File: src/rtl/gabb_pkg.sv
// Shared constants for the glyph atlas bounding-box block: register codes,
// field widths and parameter defaults. No dependencies.
`default_nettype none

package gabb_pkg;

   // configuration port
   localparam int CSR_INDEX_W = 8;
   localparam int DIM_W       = 13;
   localparam logic [CSR_INDEX_W-1:0] REG_IMAGE_WIDTH  = CSR_INDEX_W'(0);
   localparam logic [CSR_INDEX_W-1:0] REG_IMAGE_HEIGHT = CSR_INDEX_W'(1);
   localparam int DIM_RESET = 256;

   // parameter defaults
   localparam int GRID_CELLS_DEF    = 16;
   localparam int MAX_IMAGE_DIM_DEF = 4096;
   localparam int QUEUE_DEPTH       = 4;

   // stream payload widths
   localparam int ALPHA_W   = 8;
   localparam int CODE_W    = 8;
   localparam int GLYPH_W_W = 9;
   localparam int GLYPH_H_W = 9;
   localparam int BEAR_X_W  = 8;
   localparam int BEAR_Y_W  = 8;
   localparam int RSP_FIELDS_W = CODE_W + GLYPH_W_W + GLYPH_H_W + BEAR_X_W + BEAR_Y_W;
   localparam int RSP_DATA_W   = ((RSP_FIELDS_W + 7) / 8) * 8;

endpackage

`default_nettype wire

File: src/rtl/glyph_atlas_bounding_box.sv
// Glyph atlas bounding-box extractor, top level: front end, queue, back end
// and stream packing. Uses gabb_pkg, gabb_front, gabb_queue and gabb_back.
//
// Takes one atlas alpha byte per clock in raster order and keeps, for each of
// the GRID_CELLS glyph cells of the current cell row, the box of covered
// pixels. The pixel that closes a cell row copies all boxes into a snapshot
// bank; the GRID_CELLS glyph records then leave one per clock while
// rsp_tready is high, through the output register, the last one flagged
// by rsp_tlast. The pixel path takes one transaction per clock; req_tready
// drops only when the four-entry queue fills. The back end sends all
// records of a cell row before it takes the next snapshot, so the queue
// fills when records are held back by rsp_tready, or with one-pixel cells
// in an atlas GRID_CELLS pixels wide, where a row closes every GRID_CELLS
// pixels and the input stalls once the queue is full. rsp_tvalid rises
// once the closing pixel has passed the queue, the snapshot bank and the
// output register. A write to either dimension register restarts the frame
// at pixel 0 and is always taken; write only while the block is idle.
`default_nettype none

module glyph_atlas_bounding_box #(
   parameter int GRID_CELLS    = gabb_pkg::GRID_CELLS_DEF,
   parameter int MAX_IMAGE_DIM = gabb_pkg::MAX_IMAGE_DIM_DEF
) (
   input  wire logic                             clock,
   input  wire logic                             reset,
   input  wire logic                             csr_valid,
   output logic                                  csr_ready,
   input  wire logic [gabb_pkg::CSR_INDEX_W-1:0] csr_index,
   input  wire logic [gabb_pkg::DIM_W-1:0]       csr_data,
   input  wire logic                             req_tvalid,
   output logic                                  req_tready,
   input  wire logic [gabb_pkg::ALPHA_W-1:0]     req_tdata,   // alpha
   output logic                                  rsp_tvalid,
   input  wire logic                             rsp_tready,
   // glyph_code, glyph_width, glyph_height, bearing_x, bearing_y, zero pad
   output logic [gabb_pkg::RSP_DATA_W-1:0]       rsp_tdata,
   output logic                                  rsp_tlast    // last_of_row
);

   import gabb_pkg::*;

   localparam int IDX_W  = $clog2(GRID_CELLS);
   localparam int CELL_W = $clog2(MAX_IMAGE_DIM / GRID_CELLS + 1);
   localparam int ITEM_W = 2 + 2 * IDX_W + 2 * CELL_W;
   localparam int PAD_W  = RSP_DATA_W - RSP_FIELDS_W;

   logic              push_valid, push_ready, pop_valid, pop_ready, restart;
   logic [ITEM_W-1:0] push_item, pop_item;
   logic [CELL_W-1:0] cell_w;
   logic [CODE_W-1:0]    glyph_code;
   logic [GLYPH_W_W-1:0] glyph_width;
   logic [GLYPH_H_W-1:0] glyph_height;
   logic [BEAR_X_W-1:0]  bearing_x;
   logic [BEAR_Y_W-1:0]  bearing_y;

   gabb_front #(
      .GRID_CELLS    (GRID_CELLS),
      .MAX_IMAGE_DIM (MAX_IMAGE_DIM),
      .ITEM_W        (ITEM_W)
   ) u_front (
      .clock      (clock),
      .reset      (reset),
      .csr_valid  (csr_valid),
      .csr_ready  (csr_ready),
      .csr_index  (csr_index),
      .csr_data   (csr_data),
      .req_tvalid (req_tvalid),
      .req_tready (req_tready),
      .alpha      (req_tdata),
      .push_valid (push_valid),
      .push_ready (push_ready),
      .push_item  (push_item),
      .cell_w     (cell_w),
      .restart    (restart)
   );

   gabb_queue #(
      .WIDTH (ITEM_W),
      .DEPTH (QUEUE_DEPTH)
   ) u_queue (
      .clock      (clock),
      .reset      (reset),
      .push_valid (push_valid),
      .push_ready (push_ready),
      .push_data  (push_item),
      .pop_valid  (pop_valid),
      .pop_ready  (pop_ready),
      .pop_data   (pop_item)
   );

   gabb_back #(
      .GRID_CELLS    (GRID_CELLS),
      .MAX_IMAGE_DIM (MAX_IMAGE_DIM),
      .ITEM_W        (ITEM_W)
   ) u_back (
      .clock        (clock),
      .reset        (reset),
      .restart      (restart),
      .cell_w       (cell_w),
      .pop_valid    (pop_valid),
      .pop_ready    (pop_ready),
      .pop_item     (pop_item),
      .rsp_valid    (rsp_tvalid),
      .rsp_ready    (rsp_tready),
      .glyph_code   (glyph_code),
      .glyph_width  (glyph_width),
      .glyph_height (glyph_height),
      .bearing_x    (bearing_x),
      .bearing_y    (bearing_y),
      .last_of_row  (rsp_tlast)
   );

   assign rsp_tdata = {PAD_W'(0), bearing_y, bearing_x, glyph_height, glyph_width, glyph_code};

endmodule

`default_nettype wire

File: src/rtl/gabb_queue.sv
// Small register FIFO between the pixel front end and the box back end.
// Depends on nothing but its parameters.
`default_nettype none

module gabb_queue #(
   parameter int WIDTH = 8,
   parameter int DEPTH = 4
) (
   input  wire logic             clock,
   input  wire logic             reset,
   input  wire logic             push_valid,
   output logic                  push_ready,
   input  wire logic [WIDTH-1:0] push_data,
   output logic                  pop_valid,
   input  wire logic             pop_ready,
   output logic [WIDTH-1:0]      pop_data
);

   localparam int PTR_W = (DEPTH > 1) ? $clog2(DEPTH) : 1;
   localparam int CNT_W = $clog2(DEPTH + 1);

   logic [WIDTH-1:0] slot_ff [DEPTH];
   logic [PTR_W-1:0] wr_ptr_ff, wr_ptr_in;
   logic [PTR_W-1:0] rd_ptr_ff, rd_ptr_in;
   logic [CNT_W-1:0] count_ff, count_in;
   logic             push, pop;

   assign push_ready = (count_ff != CNT_W'(DEPTH));
   assign pop_valid  = (count_ff != '0);
   assign pop_data   = slot_ff[rd_ptr_ff];
   assign push       = push_valid && push_ready;
   assign pop        = pop_valid && pop_ready;

   always_comb begin
      wr_ptr_in = wr_ptr_ff;
      rd_ptr_in = rd_ptr_ff;
      count_in  = count_ff;
      if (push) begin
         wr_ptr_in = (wr_ptr_ff == PTR_W'(DEPTH - 1)) ? '0 : PTR_W'(wr_ptr_ff + 1'b1);
      end
      if (pop) begin
         rd_ptr_in = (rd_ptr_ff == PTR_W'(DEPTH - 1)) ? '0 : PTR_W'(rd_ptr_ff + 1'b1);
      end
      if (push && !pop) begin
         count_in = CNT_W'(count_ff + 1'b1);
      end else if (pop && !push) begin
         count_in = CNT_W'(count_ff - 1'b1);
      end
   end

   always_ff @(posedge clock) begin
      if (reset) begin
         wr_ptr_ff <= '0;
         rd_ptr_ff <= '0;
         count_ff  <= '0;
      end else begin
         wr_ptr_ff <= wr_ptr_in;
         rd_ptr_ff <= rd_ptr_in;
         count_ff  <= count_in;
      end
   end

   always_ff @(posedge clock) begin
      if (push) begin
         slot_ff[wr_ptr_ff] <= push_data;
      end
   end

endmodule

`default_nettype wire

File: src/rtl/gabb_front.sv
// Front end: configuration registers, raster position counters and cell
// classification of each pixel. Uses gabb_pkg.
`default_nettype none

module gabb_front #(
   parameter int GRID_CELLS    = gabb_pkg::GRID_CELLS_DEF,
   parameter int MAX_IMAGE_DIM = gabb_pkg::MAX_IMAGE_DIM_DEF,
   parameter int ITEM_W        = 8
) (
   input  wire logic                             clock,
   input  wire logic                             reset,
   input  wire logic                             csr_valid,
   output logic                                  csr_ready,
   input  wire logic [gabb_pkg::CSR_INDEX_W-1:0] csr_index,
   input  wire logic [gabb_pkg::DIM_W-1:0]       csr_data,
   input  wire logic                             req_tvalid,
   output logic                                  req_tready,
   input  wire logic [gabb_pkg::ALPHA_W-1:0]     alpha,
   output logic                                  push_valid,
   input  wire logic                             push_ready,
   output logic [ITEM_W-1:0]                     push_item,
   output logic [$clog2(MAX_IMAGE_DIM/GRID_CELLS+1)-1:0] cell_w,
   output logic                                  restart
);

   import gabb_pkg::*;

   localparam int IDX_W  = $clog2(GRID_CELLS);
   localparam int CNT_W  = IDX_W + 1;
   localparam int CELL_W = $clog2(MAX_IMAGE_DIM / GRID_CELLS + 1);
   localparam int POS_W  = $clog2(MAX_IMAGE_DIM);
   localparam int DIMV_W = $clog2(MAX_IMAGE_DIM + 1);
   // exact floor division by GRID_CELLS through a rounded-up reciprocal
   localparam int RECIP_K = DIMV_W + IDX_W;
   localparam int RECIP_M = (2 ** RECIP_K + GRID_CELLS - 1) / GRID_CELLS;
   localparam int PROD_W  = DIMV_W + RECIP_K + 1;
   localparam int DIM_RST_EFF = (DIM_RESET > MAX_IMAGE_DIM) ? MAX_IMAGE_DIM : DIM_RESET;
   localparam int CELL_RST    = DIM_RST_EFF / GRID_CELLS;

   typedef struct packed {
      logic              covered;
      logic              close;
      logic [IDX_W-1:0]  col_idx;
      logic [IDX_W-1:0]  row;
      logic [CELL_W-1:0] cx;
      logic [CELL_W-1:0] cy;
   } item_type;

   logic [DIMV_W-1:0] w_ff, w_in, h_ff, h_in;
   logic [CELL_W-1:0] cw_ff, cw_in, ch_ff, ch_in;
   logic [POS_W-1:0]  col_ff, col_in, line_ff, line_in;
   logic [CELL_W-1:0] cx_ff, cx_in, cy_ff, cy_in;
   logic [CNT_W-1:0]  cc_ff, cc_in, row_ff, row_in;
   logic [DIMV_W-1:0] csr_eff;
   logic [PROD_W-1:0] csr_prod;
   logic [CELL_W-1:0] csr_cell;
   logic              accept, in_grid, close, col_end, line_end;
   item_type          item;

   assign csr_ready  = 1'b1;
   assign req_tready = push_ready;
   assign accept     = req_tvalid && req_tready;
   assign cell_w     = cw_ff;

   // clamp to the largest supported dimension, then divide by the grid size
   always_comb begin
      csr_eff  = (32'(csr_data) > 32'(MAX_IMAGE_DIM)) ? DIMV_W'(MAX_IMAGE_DIM)
                                                     : DIMV_W'(csr_data);
      csr_prod = PROD_W'(csr_eff) * PROD_W'(RECIP_M);
      csr_cell = CELL_W'(csr_prod >> RECIP_K);
   end

   always_comb begin
      in_grid = (cw_ff != '0) && (ch_ff != '0) &&
                (cc_ff < CNT_W'(GRID_CELLS)) && (row_ff < CNT_W'(GRID_CELLS));
      close  = (cc_ff == CNT_W'(GRID_CELLS - 1)) &&
               (CELL_W'(cx_ff + 1'b1) == cw_ff) && (CELL_W'(cy_ff + 1'b1) == ch_ff);
      col_end  = (32'(col_ff) + 32'd1) >= 32'(w_ff);
      line_end = (32'(line_ff) + 32'd1) >= 32'(h_ff);

      item.covered = (alpha != '0);
      item.close   = close;
      item.col_idx = cc_ff[IDX_W-1:0];
      item.row     = row_ff[IDX_W-1:0];
      item.cx      = cx_ff;
      item.cy      = cy_ff;
      push_item    = item;
      // only pixels that can change a box or close a cell row go on
      push_valid   = accept && in_grid && (item.covered || close);
   end

   always_comb begin
      w_in    = w_ff;
      h_in    = h_ff;
      cw_in   = cw_ff;
      ch_in   = ch_ff;
      col_in  = col_ff;
      line_in = line_ff;
      cx_in   = cx_ff;
      cy_in   = cy_ff;
      cc_in   = cc_ff;
      row_in  = row_ff;
      restart = 1'b0;

      if (csr_valid) begin
         unique case (csr_index)
            REG_IMAGE_WIDTH: begin
               w_in    = csr_eff;
               cw_in   = csr_cell;
               restart = 1'b1;
            end
            REG_IMAGE_HEIGHT: begin
               h_in    = csr_eff;
               ch_in   = csr_cell;
               restart = 1'b1;
            end
            default: begin
               restart = 1'b0;
            end
         endcase
      end

      if (restart) begin
         col_in  = '0;
         line_in = '0;
         cx_in   = '0;
         cy_in   = '0;
         cc_in   = '0;
         row_in  = '0;
      end else if (accept) begin
         if (col_end) begin
            col_in = '0;
            cx_in  = '0;
            cc_in  = '0;
            if (line_end) begin
               line_in = '0;
               cy_in   = '0;
               row_in  = '0;
            end else begin
               line_in = POS_W'(line_ff + 1'b1);
               if (row_ff < CNT_W'(GRID_CELLS)) begin
                  if (CELL_W'(cy_ff + 1'b1) == ch_ff) begin
                     cy_in  = '0;
                     row_in = CNT_W'(row_ff + 1'b1);
                  end else begin
                     cy_in = CELL_W'(cy_ff + 1'b1);
                  end
               end
            end
         end else begin
            col_in = POS_W'(col_ff + 1'b1);
            if (cc_ff < CNT_W'(GRID_CELLS)) begin
               if (CELL_W'(cx_ff + 1'b1) == cw_ff) begin
                  cx_in = '0;
                  cc_in = CNT_W'(cc_ff + 1'b1);
               end else begin
                  cx_in = CELL_W'(cx_ff + 1'b1);
               end
            end
         end
      end
   end

   always_ff @(posedge clock) begin
      if (reset) begin
         w_ff    <= DIMV_W'(DIM_RST_EFF);
         h_ff    <= DIMV_W'(DIM_RST_EFF);
         cw_ff   <= CELL_W'(CELL_RST);
         ch_ff   <= CELL_W'(CELL_RST);
         col_ff  <= '0;
         line_ff <= '0;
         cx_ff   <= '0;
         cy_ff   <= '0;
         cc_ff   <= '0;
         row_ff  <= '0;
      end else begin
         w_ff    <= w_in;
         h_ff    <= h_in;
         cw_ff   <= cw_in;
         ch_ff   <= ch_in;
         col_ff  <= col_in;
         line_ff <= line_in;
         cx_ff   <= cx_in;
         cy_ff   <= cy_in;
         cc_ff   <= cc_in;
         row_ff  <= row_in;
      end
   end

endmodule

`default_nettype wire

File: src/rtl/gabb_back.sv
// Back end: per-cell bounding boxes of the current cell row, a snapshot bank
// taken when the row closes, and the glyph record output register. Uses gabb_pkg.
`default_nettype none

module gabb_back #(
   parameter int GRID_CELLS    = gabb_pkg::GRID_CELLS_DEF,
   parameter int MAX_IMAGE_DIM = gabb_pkg::MAX_IMAGE_DIM_DEF,
   parameter int ITEM_W        = 8
) (
   input  wire logic                         clock,
   input  wire logic                         reset,
   input  wire logic                         restart,
   input  wire logic [$clog2(MAX_IMAGE_DIM/GRID_CELLS+1)-1:0] cell_w,
   input  wire logic                         pop_valid,
   output logic                              pop_ready,
   input  wire logic [ITEM_W-1:0]            pop_item,
   output logic                              rsp_valid,
   input  wire logic                         rsp_ready,
   output logic [gabb_pkg::CODE_W-1:0]       glyph_code,
   output logic [gabb_pkg::GLYPH_W_W-1:0]    glyph_width,
   output logic [gabb_pkg::GLYPH_H_W-1:0]    glyph_height,
   output logic [gabb_pkg::BEAR_X_W-1:0]     bearing_x,
   output logic [gabb_pkg::BEAR_Y_W-1:0]     bearing_y,
   output logic                              last_of_row
);

   import gabb_pkg::*;

   localparam int IDX_W  = $clog2(GRID_CELLS);
   localparam int CELL_W = $clog2(MAX_IMAGE_DIM / GRID_CELLS + 1);

   typedef struct packed {
      logic              covered;
      logic              close;
      logic [IDX_W-1:0]  col_idx;
      logic [IDX_W-1:0]  row;
      logic [CELL_W-1:0] cx;
      logic [CELL_W-1:0] cy;
   } item_type;

   // max is exclusive, zero marks an empty cell
   logic [CELL_W-1:0] min_x_ff [GRID_CELLS], min_x_in [GRID_CELLS];
   logic [CELL_W-1:0] max_x_ff [GRID_CELLS], max_x_in [GRID_CELLS];
   logic [CELL_W-1:0] min_y_ff [GRID_CELLS], min_y_in [GRID_CELLS];
   logic [CELL_W-1:0] max_y_ff [GRID_CELLS], max_y_in [GRID_CELLS];
   logic [CELL_W-1:0] snap_min_x_ff [GRID_CELLS], snap_min_x_in [GRID_CELLS];
   logic [CELL_W-1:0] snap_max_x_ff [GRID_CELLS], snap_max_x_in [GRID_CELLS];
   logic [CELL_W-1:0] snap_min_y_ff [GRID_CELLS], snap_min_y_in [GRID_CELLS];
   logic [CELL_W-1:0] snap_max_y_ff [GRID_CELLS], snap_max_y_in [GRID_CELLS];
   logic [IDX_W-1:0]  snap_row_ff, snap_row_in;
   logic              busy_ff, busy_in;
   logic [IDX_W-1:0]  idx_ff, idx_in;
   logic              rsp_valid_ff, rsp_valid_in;
   logic [CODE_W-1:0]    code_ff, code_in;
   logic [GLYPH_W_W-1:0] gw_ff, gw_in;
   logic [GLYPH_H_W-1:0] gh_ff, gh_in;
   logic [BEAR_X_W-1:0]  bx_ff, bx_in;
   logic [BEAR_Y_W-1:0]  by_ff, by_in;
   logic                 last_ff, last_in;

   item_type          item;
   logic              pop, load, empty;
   logic [CELL_W-1:0] cx_end, cy_end;
   logic [CELL_W-1:0] upd_min_x, upd_max_x, upd_min_y, upd_max_y;
   logic [CELL_W-1:0] e_min_x, e_max_x, e_min_y, e_max_y;
   logic [CELL_W-1:0] rec_w, rec_h, rec_bx, rec_by;

   assign item      = item_type'(pop_item);
   // hold a closing transaction while the previous row is still draining
   assign pop_ready = !(item.close && busy_ff);
   assign pop       = pop_valid && pop_ready;
   assign load      = busy_ff && (!rsp_valid_ff || rsp_ready);

   assign rsp_valid    = rsp_valid_ff;
   assign glyph_code   = code_ff;
   assign glyph_width  = gw_ff;
   assign glyph_height = gh_ff;
   assign bearing_x    = bx_ff;
   assign bearing_y    = by_ff;
   assign last_of_row  = last_ff;

   // merge the pixel into its cell's box
   always_comb begin
      cx_end    = CELL_W'(item.cx + 1'b1);
      cy_end    = CELL_W'(item.cy + 1'b1);
      upd_min_x = min_x_ff[item.col_idx];
      upd_max_x = max_x_ff[item.col_idx];
      upd_min_y = min_y_ff[item.col_idx];
      upd_max_y = max_y_ff[item.col_idx];
      if (item.covered) begin
         if (item.cx < upd_min_x) upd_min_x = item.cx;
         if (cx_end > upd_max_x)  upd_max_x = cx_end;
         if (item.cy < upd_min_y) upd_min_y = item.cy;
         if (cy_end > upd_max_y)  upd_max_y = cy_end;
      end
   end

   // glyph record from the snapshot entry being drained
   always_comb begin
      e_min_x = snap_min_x_ff[idx_ff];
      e_max_x = snap_max_x_ff[idx_ff];
      e_min_y = snap_min_y_ff[idx_ff];
      e_max_y = snap_max_y_ff[idx_ff];
      empty   = (e_max_x == '0);
      if (empty) begin
         rec_w  = cell_w >> 1;
         rec_h  = '0;
         rec_bx = '0;
         rec_by = '0;
      end else begin
         rec_w  = CELL_W'(e_max_x - e_min_x);
         rec_h  = CELL_W'(e_max_y - e_min_y);
         rec_bx = e_min_x;
         rec_by = e_min_y;
      end
   end

   always_comb begin
      min_x_in      = min_x_ff;
      max_x_in      = max_x_ff;
      min_y_in      = min_y_ff;
      max_y_in      = max_y_ff;
      snap_min_x_in = snap_min_x_ff;
      snap_max_x_in = snap_max_x_ff;
      snap_min_y_in = snap_min_y_ff;
      snap_max_y_in = snap_max_y_ff;
      snap_row_in   = snap_row_ff;
      busy_in       = busy_ff;
      idx_in        = idx_ff;
      rsp_valid_in  = rsp_valid_ff;
      code_in       = code_ff;
      gw_in         = gw_ff;
      gh_in         = gh_ff;
      bx_in         = bx_ff;
      by_in         = by_ff;
      last_in       = last_ff;

      if (restart) begin
         for (int c = 0; c < GRID_CELLS; c++) begin
            min_x_in[c] = '1;
            max_x_in[c] = '0;
            min_y_in[c] = '1;
            max_y_in[c] = '0;
         end
      end else if (pop) begin
         if (item.close) begin
            for (int c = 0; c < GRID_CELLS; c++) begin
               snap_min_x_in[c] = min_x_ff[c];
               snap_max_x_in[c] = max_x_ff[c];
               snap_min_y_in[c] = min_y_ff[c];
               snap_max_y_in[c] = max_y_ff[c];
               min_x_in[c]      = '1;
               max_x_in[c]      = '0;
               min_y_in[c]      = '1;
               max_y_in[c]      = '0;
            end
            snap_min_x_in[item.col_idx] = upd_min_x;
            snap_max_x_in[item.col_idx] = upd_max_x;
            snap_min_y_in[item.col_idx] = upd_min_y;
            snap_max_y_in[item.col_idx] = upd_max_y;
            snap_row_in = item.row;
            busy_in     = 1'b1;
            idx_in      = '0;
         end else begin
            min_x_in[item.col_idx] = upd_min_x;
            max_x_in[item.col_idx] = upd_max_x;
            min_y_in[item.col_idx] = upd_min_y;
            max_y_in[item.col_idx] = upd_max_y;
         end
      end

      if (load) begin
         rsp_valid_in = 1'b1;
         code_in = CODE_W'((32'(GRID_CELLS - 1) - 32'(snap_row_ff)) * 32'(GRID_CELLS)
                           + 32'(idx_ff));
         gw_in   = GLYPH_W_W'(rec_w);
         gh_in   = GLYPH_H_W'(rec_h);
         bx_in   = BEAR_X_W'(rec_bx);
         by_in   = BEAR_Y_W'(rec_by);
         last_in = (idx_ff == IDX_W'(GRID_CELLS - 1));
         if (idx_ff == IDX_W'(GRID_CELLS - 1)) begin
            busy_in = 1'b0;
            idx_in  = '0;
         end else begin
            idx_in = IDX_W'(idx_ff + 1'b1);
         end
      end else if (rsp_ready) begin
         rsp_valid_in = 1'b0;
      end
   end

   always_ff @(posedge clock) begin
      if (reset) begin
         for (int c = 0; c < GRID_CELLS; c++) begin
            min_x_ff[c] <= '1;
            max_x_ff[c] <= '0;
            min_y_ff[c] <= '1;
            max_y_ff[c] <= '0;
         end
         busy_ff      <= 1'b0;
         idx_ff       <= '0;
         rsp_valid_ff <= 1'b0;
      end else begin
         min_x_ff     <= min_x_in;
         max_x_ff     <= max_x_in;
         min_y_ff     <= min_y_in;
         max_y_ff     <= max_y_in;
         busy_ff      <= busy_in;
         idx_ff       <= idx_in;
         rsp_valid_ff <= rsp_valid_in;
      end
   end

   always_ff @(posedge clock) begin
      snap_min_x_ff <= snap_min_x_in;
      snap_max_x_ff <= snap_max_x_in;
      snap_min_y_ff <= snap_min_y_in;
      snap_max_y_ff <= snap_max_y_in;
      snap_row_ff   <= snap_row_in;
      code_ff       <= code_in;
      gw_ff         <= gw_in;
      gh_ff         <= gh_in;
      bx_ff         <= bx_in;
      by_ff         <= by_in;
      last_ff       <= last_in;
   end

endmodule

`default_nettype wire
File: config.mk
export PLATFORM = sky130hd
export DESIGN_NAME = glyph_atlas_bounding_box
export DESIGN_NICKNAME = d
export VERILOG_FILES = /design/src/rtl/gabb_pkg.sv /design/src/rtl/glyph_atlas_bounding_box.sv /design/src/rtl/gabb_queue.sv /design/src/rtl/gabb_front.sv /design/src/rtl/gabb_back.sv
export SDC_FILE = /design/constraint.sdc
export NUM_CORES = 2
export LEC_CHECK = 0
export ABC_AREA = 1
export BUFFER_PORTS_ARGS = -buffer_cell sky130_fd_sc_hd__buf_2
export CAP_MARGIN = 20
export CORE_ASPECT_RATIO = 0.9
export CORE_UTILIZATION = 40
export CTS_BUF_LIST = sky130_fd_sc_hd__clkbuf_4
export CTS_CLUSTER_DIAMETER = 200
export CTS_CLUSTER_SIZE = 14
export DETAILED_ROUTE_END_ITERATION = 16
export SETUP_SLACK_MARGIN = 0.3
export SLEW_MARGIN = 10
export SYNTH_ARGS = -nofsm -noshare
export SYNTH_HDL_FRONTEND = slang
export SYNTH_SLANG_ARGS = --single-unit
File: constraint.sdc
create_clock -name clock -period 67 [get_ports clock]
set_clock_uncertainty 0.2 [all_clocks]
set_input_delay 6.7 -clock clock [delete_from_list [all_inputs] [get_ports clock]]
set_output_delay 6.7 -clock clock [all_outputs]
set_load 0.02 [all_outputs]
==> reports/summary.log <==
[floorplanning] die outline area 180,000 um^2
[worst_setup_path] kind of capture point of the worst setup path flip-flop
[clock_network] # resized after CTS 0
[detailed_routing] remaining number of nets flagged by the antenna check after routing 0
[hold_path] Hold Path End u_back.max_y_ff[92]$_SDFFE_PP0P_
[sta] final setup fails 0
[synth] number of library cell types mapped by synthesis 58
[clock_network] Clock Sinks 1,404
[synth] most used flip-flop cell after synthesis sky130_fd_sc_hd__edfxtp_1
[worst_setup_path] Crit path required time 67.61 ns
[global_routing] first-pass GRT wire length 384,000 um
[synth] post-synth top area share 30.9%
[clock_network] Worst-path clk slew 0.14 ns
[global_routing] overall fraction of global-route tracks in use 28.4%
[synth] share of synthesized registers carrying an async set or reset 0%
[sta] unrepaired setup endpoints after global routing false
[synth] synth top area cells sky130_fd_sc_hd__edfxtp_1, sky130_fd_sc_hd__dfxtp_1, sky130_fd_sc_hd__nand2_1
[synth] most repeated cell in the gate-level netlist after synthesis sky130_fd_sc_hd__nand2_1
[synth] total of flip-flops plus latches after synthesis 1,404
[detailed_routing] first-pass detailed-route iteration total 6
[sta] part of the cycle the worst path needs 14.1%
[floorplanning] io pins 86
[job] maximum capacitance violations 0
[synth] Post-synth EDFFs 735
[global_routing] most congested layer reported by global routing met2
[global_routing] met2 capacity usage during global routing 42.5%
[clock_network] depth of the CTS H-tree 3
[clock_network] Clk Latency, worst-skew pair 1.25 ns
[floorplanning] core region area 177,000 um^2
[detailed_routing] routed via count divided by cell count 5.95
[synth] mean area per synthesized cell 8.21 um^2
[sta] number of hold violations in the final report 0
[worst_setup_path] worst flop-to-flop path endpoint u_back.snap_max_y_ff[19]$_DFFE_PP_
[detailed_routing] wire per inst 24.4 um
[sta] fin crit period 9.44 ns
[floorplanning] starting density of the core 40.4%
[sta] Slew HR 19.4%
[global_routing] met1 Track Usage GR 39.7%
[sta] Fmax 106 MHz
[final_layout] Net count, final 8,492
[synth] leading area contributor after synthesis sky130_fd_sc_hd__edfxtp_1
[synth] Post-Syn Instances 8,695
[floorplanning] width of the die 447 um
[placement] DP Wirelength 147,000 um
[hold_path] critical hold path startpoint u_back.max_y_ff[92]$_SDFFE_PP0P_
[placement] routability congestion estimate from global placement 0.878
[worst_setup_path] classification of the worst setup path in -> reg
[clock_network] clock tree from TritonCTS built
[final_layout] ratio of cells with drive above 1 in the final layout 8.29%
[synth] Post-Synthesis Cell Area 71,400 um^2
[sta] slew at the pin closest to its max-slew limit 1.21 ns
[placement] Buffers on Ports 78
[detailed_routing] DR vias 64.5k
[worst_setup_path] worst-case reg-to-reg path depth 27
[detailed_routing] total length of routed wires 264,000 um
[detailed_routing] DR iter-0 viols 9,155
[clock_network] root buffer cell sky130_fd_sc_hd__clkbuf_4
[sta] Sum Neg Setup Slack 0 ns
[sta] fin. max-slew vios 0
[worst_setup_path] CP Launch Type input pin
[hold_path] type of the most critical hold path reg -> reg
[global_routing] maximum number of pins on one net before global-route repair 204
[floorplanning] num rows 146
[clock_network] clock buffers created by TritonCTS 110
[synth] yosys warns 0
[hold_path] Cells on Worst Hold Path 2
[worst_setup_path] biggest fanout along the worst timing path 165
[detailed_routing] DRC violations left 0
[clock_network] largest buffer count on any clock path 3
[worst_setup_path] setup slack of the worst register-to-register path 57.94 ns
[clock_network] cts-stage hold buffer count 0
[synth] sequential area share after synthesis 49.7%
[synth] most numerous cell types in the synthesized netlist sky130_fd_sc_hd__nand2_1, sky130_fd_sc_hd__nand3_1, sky130_fd_sc_hd__edfxtp_1, sky130_fd_sc_hd__a21oi_1, sky130_fd_sc_hd__dfxtp_1
[clock_network] number of buffers added for setup after CTS 0
[global_routing] total congestion overflow 0
[final_layout] area overhead of the layout relative to synthesis 4.71%
[global_routing] met3 Resource Use GR 5.65%
[run_status] run status complete, no violations
[floorplanning] floorplan die height 403 um
[global_routing] via count of the first global-routing pass 58.8k
[global_routing] initial antenna violation count 9
[worst_setup_path] arrival time at the worst endpoint 10.05 ns
-- logic make-up after synthesis --
| kind of cell | after synthesis | share of synthesized area (%) |
|---|---|---|
| AO/OA/AOI/OAI | 1462 | 12.1 |
| AND/OR/NAND/NOR | 4576 | 28.5 |
| multiplexers | 105 | 1.47 |
| adder cells (fa/ha/maj) | 95 | 1.70 |
| XOR/XNOR | 53 | 0.650 |
| other | 2 | 0.0105 |
| buffers and inverters | 998 | 5.83 |
| flip-flops | 1404 | 49.7 |
-- per-stage QoR --
step           worst slack [ns]  cells  cell area, um^2  utilization [%]  hold slack [ns]
4_1_cts                   57.73  10800            74800             42.3            0.276
5_1_grt                   57.49  10800            74800             42.3            0.290
3_3_place_gp              56.42  10600            73200             41.4            0.251
2_1_floorplan             17.39   8700            71400                -            0.206
3_5_place_dp              56.40  10600            73200             41.4            0.255
6_report                  57.56  10800            74800             42.3            0.274
-- layout make-up --
cell class	instances	area (um^2)
well taps	2368	2960
clock buffers	202	1520
repair buffers	187	1360
multi-input cells	6298	32000
diodes	8	20.0
clock inverters	4	48.8
fillers	17500	102000
flip-flops and latches	1404	35500
inverters	362	1400
-- layer usage --
| metal | vias to the layer above | wire [um] |
|---|---|---|
| met5 | - | 27 |
| met3 | 580 | 30500 |
| met4 | 4 | 12900 |
| met1 | 30900 | 108000 |
| met2 | 3789 | 112000 |
| li1 | 29200 | - |
-- critical path, stage by stage --
cell                      delay (ns)
sky130_fd_sc_hd__buf_2          0.08
sky130_fd_sc_hd__nor4_1         0.04
sky130_fd_sc_hd__inv_1          0.05
sky130_fd_sc_hd__nor4_1         0.04
sky130_fd_sc_hd__nand2_1        0.10
sky130_fd_sc_hd__inv_1          0.09
sky130_fd_sc_hd__nor3_2         0.22
sky130_fd_sc_hd__buf_4          0.78
sky130_fd_sc_hd__buf_4          0.93
sky130_fd_sc_hd__buf_12         0.73
-- sequential cells by signal (all words and copies together), names as in the netlist, 12 cells and up, named ones only --
register and cells:
u_back.max_x_ff 144, u_back.max_y_ff 144, u_back.min_x_ff 144, u_back.min_y_ff 144
u_back.snap_max_x_ff 144, u_back.snap_max_y_ff 144, u_back.snap_min_x_ff 144, u_back.snap_min_y_ff 144
u_queue.slot_ff 112, u_front.col_ff 12, u_front.line_ff 12
-- worst max path at each step --
stage                 startpoint                                  end  slack (ns)  cells past startpoint
global route        csr_index[7]   u_back.snap_max_y_ff[92]$_DFFE_PP_       57.49                     10
global placement    csr_index[4]  u_back.snap_max_x_ff[102]$_DFFE_PP_       56.42                     10
CTS                 csr_index[4]   u_back.snap_max_y_ff[83]$_DFFE_PP_       57.73                     10
floorplan           csr_index[4]        u_back.idx_ff[0]$_SDFFE_PP0P_       17.39                      9
detailed placement  csr_index[4]  u_back.snap_max_y_ff[110]$_DFFE_PP_       56.40                     10
finish              csr_index[4]   u_back.snap_max_y_ff[93]$_DFFE_PP_       57.56                     10
-- cells in the final DEF, fill, tap and decap left out, types with 105 or more instances in the layout --
cell                          n
sky130_fd_sc_hd__edfxtp_1   735
sky130_fd_sc_hd__inv_1      335
sky130_fd_sc_hd__mux2i_1    105
sky130_fd_sc_hd__and2_1     290
sky130_fd_sc_hd__o221ai_1   105
sky130_fd_sc_hd__dfxtp_1    664
sky130_fd_sc_hd__nand3_1   1279
sky130_fd_sc_hd__clkbuf_4   202
sky130_fd_sc_hd__o21ai_0    270
sky130_fd_sc_hd__or2_2      152
sky130_fd_sc_hd__nand2_1   2301
sky130_fd_sc_hd__nor2_1     379
sky130_fd_sc_hd__a22oi_1    210
sky130_fd_sc_hd__a21oi_1    724
Power is not shown: default switching activity piles up to over one toggle a cycle in this logic, so the estimate is an artifact.
